==> src/rtl/gcrt_pkg.sv <==
// Shared types, register codes and modular arithmetic steps for the Garner CRT block.
package gcrt_pkg;

  localparam int WORD_BITS    = 60;
  localparam int MAX_W        = 62;
  localparam int CFG_IDX_BITS = 3;

  typedef logic [MAX_W-1:0] mw_t;

  typedef enum logic [CFG_IDX_BITS-1:0] {
    REG_PRIME_COUNT,
    REG_PRIME_0,
    REG_PRIME_1,
    REG_PRIME_2,
    REG_TARGET_MODULUS,
    REG_INV_P0_MOD_P1,
    REG_INV_P0P1_MOD_P2
  } reg_idx_t;

  // One double-and-add step: (2r + b*a) mod m, with r, a below m (or all zero).
  function automatic mw_t mod_step(input mw_t r, input mw_t a, input logic b, input mw_t m);
    logic [MAX_W:0] s;
    s = {r, 1'b0};
    if (s >= {1'b0, m}) s = s - {1'b0, m};
    if (b) begin
      s = {1'b0, s[MAX_W-1:0]} + {1'b0, a};
      if (s >= {1'b0, m}) s = s - {1'b0, m};
    end
    return s[MAX_W-1:0];
  endfunction

  function automatic mw_t mod_add(input mw_t a, input mw_t b, input mw_t m);
    logic [MAX_W:0] s;
    s = {1'b0, a} + {1'b0, b};
    if (s >= {1'b0, m}) s = s - {1'b0, m};
    return s[MAX_W-1:0];
  endfunction

  function automatic mw_t mod_sub(input mw_t a, input mw_t b, input mw_t m);
    mw_t d;
    d = (a >= b) ? (a - b) : (a + (m - b));
    return d;
  endfunction

endpackage

==> src/rtl/gcrt_delay.sv <==
// Delay line that keeps side data and its valid bit in step with the lanes.
module gcrt_delay #(
  parameter int N  = gcrt_pkg::WORD_BITS,
  parameter int DW = gcrt_pkg::WORD_BITS
) (
  input  logic          clk,
  input  logic          rst,
  input  logic          en,
  input  logic          vin,
  input  logic [DW-1:0] din,
  output logic          vout,
  output logic [DW-1:0] dout
);

  logic [N-1:0]  v;
  logic [DW-1:0] d [N];

  always_ff @(posedge clk) begin
    if (rst) begin
      v <= '0;
    end else if (en) begin
      v <= {v[N-2:0], vin};
    end
  end

  for (genvar k = 0; k < N; k++) begin : g_tap
    always_ff @(posedge clk) begin
      if (en) begin
        if (k == 0) begin
          d[k] <= din;
        end else begin
          d[k] <= d[(k == 0) ? 0 : k-1];
        end
      end
    end
  end

  assign vout = v[N-1];
  assign dout = d[N-1];

endmodule

==> config.mk <==
export PLATFORM = sky130hd
export DESIGN_NAME = gcrt_delay
export DESIGN_NICKNAME = d
export VERILOG_FILES = /design/src/rtl/gcrt_pkg.sv /design/src/rtl/gcrt_delay.sv
export SDC_FILE = /design/constraint.sdc
export NUM_CORES = 2
export LEC_CHECK = 0
export ABC_CLOCK_PERIOD_IN_PS = 910
export CAP_MARGIN = 20
export CORE_MARGIN = 2
export CORE_UTILIZATION = 55
export DETAILED_ROUTE_END_ITERATION = 7
export DONT_BUFFER_PORTS = 1
export PLACE_DENSITY = 0.67
export SYNTH_ARGS = -nofsm -noshare
export SYNTH_HDL_FRONTEND = slang
export SYNTH_SLANG_ARGS = --single-unit
==> constraint.sdc <==
create_clock -name clk -period 0.91 [get_ports clk]
set_input_delay 0.091 -clock clk [delete_from_list [all_inputs] [get_ports clk]]
set_output_delay 0.091 -clock clk [all_outputs]
set_load 0.1 [all_outputs]
==> reports/results.txt <==
status -> complete, but fails checks
failing checks -> setup timing
Critical Path Sink Type -> primary output
DRC Markers -> 0
Hold Path Class -> input port to flop
Max Clk Rate -> 0.590 GHz
CTS tree -> done
global-route wire length before repair -> 182000 µm
syn avg cell area -> 28.7 µm²
worst IR drop on VDD -> 2.17 mV
CTS root buffer -> clkbuf_16
placed wire-length estimate -> 53600 µm
Max Slew Vio Count -> 0
largest area contributor in the netlist -> edfxtp_1
per-cell routed wire length -> 14.8 µm
setup TNS -> -41.92 ns
layout filler cell count -> 12600
GPL Wtd Cong -> 0.643
Rows -> 164
Netlist Area Pre-Place -> 0.111 mm²
Syn Nets -> 3918
initial antenna violation count -> 1
Arr. time, crit path -> 1.60 ns
Detailed Route Iter0 Violations -> 2374
P_leak -> 44.5 nW
Comb power frac -> 1.9%
H-tree levels -> 5
type of origin of the critical path -> flop
clk sinks -> 3660
critical path's slowest cell -> edfxtp_1
maximum single-stage delay on the critical path -> 0.49 ns
Compound-Gate Fraction of Synth Area -> 0%
top cells by area, synth -> edfxtp_1 98%, dfxtp_1 1.1%, mux2i_1 0.54%
Stages on worst setup path -> 1
die area -> 0.205 mm²
worst slew pin tran -> 0.415 ns
sw frac -> 18.4%
met2 routed WL -> 50300 µm
Yosys reg bits -> 3660
postcts setup bufs -> 0
Worst-Skew Late Latency -> 0.92 ns
Slew HR -> 72.3%
Fin Hold WS -> 0.0333 ns
Fin. Hold Viols -> 0
vias in the first global route -> 36400
Pre-antenna DRT Iters -> 4
clock skew after layout -> 0.0288 ns
Critical Path RT -> 0.82 ns
Net Switching -> 63.5 mW
Worst Hold Path Cells -> 5
CP delay by family, top -> flip-flops
CORE AREA -> 0.200 mm²
Routed Antenna Nets -> 0
crit-path cells -> buf_12
Flop pwr share -> 57.3%
setup ws final -> -0.785 ns
Simple-Gate Fraction of Synth Area -> 0.203%
share of layout cells above drive strength 1 -> 17.0%
met3 wire len -> 5810 µm
RSZ-0062 raised after global routing -> true
main combinational cell family by area after synthesis -> multiplexers
PortBufs -> 0
fin crit share -> 186%
Die Y -> 453 µm
cts bufs inserted -> 364
Syn-to-layout area delta -> 17.7%
met1 WL -> 51900 µm
Clock Tree Buf Depth -> 4
Tmin final -> 1.70 ns
FF-to-FF path depth -> 0
Vias -> 36100
Post-Synth XOR/XNOR Area -> 0%
post-synthesis mux area share -> 0.542%
count of different cell masters after synthesis -> 9
routed vias/inst -> 4.79
WS Path Type -> flop to primary output
Initial Util -> 55.4%
top sig layer -> met4
Synth Instances -> 3854
Warnings, synthesis -> 0
biggest fanout along the worst timing path -> 1
Clk pin slew, worst setup/hold paths -> 0.06 ns
Max-Cap Viols -> 0
internal power -> 282 mW
Synth top area share -> 97.6%
die width -> 453 µm
post-synthesis sequential area ratio -> 98.7%
final setup fails -> 61
io pins -> 125
total wire length -> 111000 µm
nets -> 4683
total gr overflow -> 0
adder-cell share of the synthesized area -> 0%
largest net degree at the start of global routing -> 64
gr usage total -> 10.9%
Cell Pwr Density -> 2650 mW/mm²
Clk pwr share -> 40.8%
worst path bufs/invs -> 1
## final timing paths
check / slack (ns) / start / end
worst max-delay path: -0.79 / d[14][234]$_DFFE_PP_ / dout[54]
worst min-delay path: 0.03 / en / d[0][229]$_DFFE_PP_
worst max register to register: 0.15 / d[12][196]$_DFFE_PP_ / d[13][16]$_DFFE_PP_
worst min register to register: 0.39 / d[7][164]$_DFFE_PP_ / d[7][224]$_DFFE_PP_
## area by class of cell
| class | count | area, µm² | share of cell area (%) |
|---|---|---|---|
| antenna | 1 | 2.50 | 0.00192 |
| clock buffer | 439 | 9480 | 7.27 |
| timing repair buffer | 473 | 5510 | 4.23 |
| multi-input combinational | 120 | 826 | 0.634 |
| tap | 2656 | 3320 | 2.55 |
| clock inverter | 192 | 1880 | 1.44 |
| sequential | 3660 | 109000 | 83.9 |
## flip-flops by register name, summed over array words and instances (netlist names)
register	cells
d	3600
v	60
## stage by stage
stage          power, mW  util, %  worst slack, ns  area [µm²]  std cells
6_report             345     65.2           -0.785      130000       7541
5_1_grt              359     65.2           -0.884      130000       7541
4_1_cts              351     65.2           -0.900      130000       7539
3_5_place_dp         208     58.8           -0.427      118000       6772
3_3_place_gp         207     58.8           -0.386      118000       6772
2_1_floorplan        202        -            0.143      111000       3854
## layout by cell type (no fill, tap or decap), types with 36 or more instances in the layout
master	Yosys	routed
edfxtp_1	3600	3600
buf_4	60	211
dfxtp_1	60	59
buf_12	0	126
nor2_1	60	60
clkbuf_16	0	369
bufinv_16	0	36
clkbuf_1	0	71
dlygate4sd3_1	0	129
clkinv_2	0	56
clkinv_1	0	73
mux2i_1	60	60
## repair_timing
action                      CTS  global route
hold endpoints to repair   3423             0
setup endpoints to repair    61          1237
hold buffers                136             0
gates resized for setup       0            10
cloned                        0             1
## kinds of logic after synthesis
kind of cell,after synthesis
buf+inv,74
mux,60
simple gates,60
flops,3660
## cells in the mapped netlist
| master | number |
|---|---|
| buf_2 | 6 |
| mux2i_1 | 60 |
| buf_1 | 1 |
| buf_6 | 1 |
| buf_4 | 60 |
| dfxtp_1 | 60 |
| buf_8 | 6 |
| edfxtp_1 | 3600 |
| nor2_1 | 60 |
## power by group through the flow
stage | sequential (mW) | clock (mW) | combinational (mW)
2_1_floorplan | 201 | 0 | 1.43
3_3_place_gp | 201 | 0 | 5.88
3_5_place_dp | 202 | 0 | 6.16
4_1_cts | 198 | 146 | 6.72
5_1_grt | 199 | 153 | 7.14
6_report | 198 | 141 | 6.60
## metal layers
| metal | GRT usage [%] | vias to the layer above |
|---|---|---|
| li1 | - | 17200 |
| met1 | 15.5 | 18100 |
| met2 | 16.0 | 592 |
| met3 | 3.25 | 302 |
| met4 | 4.82 | 0 |
| met5 | 0 | - |
No activity file was read; power rests on OpenSTA's default activity.
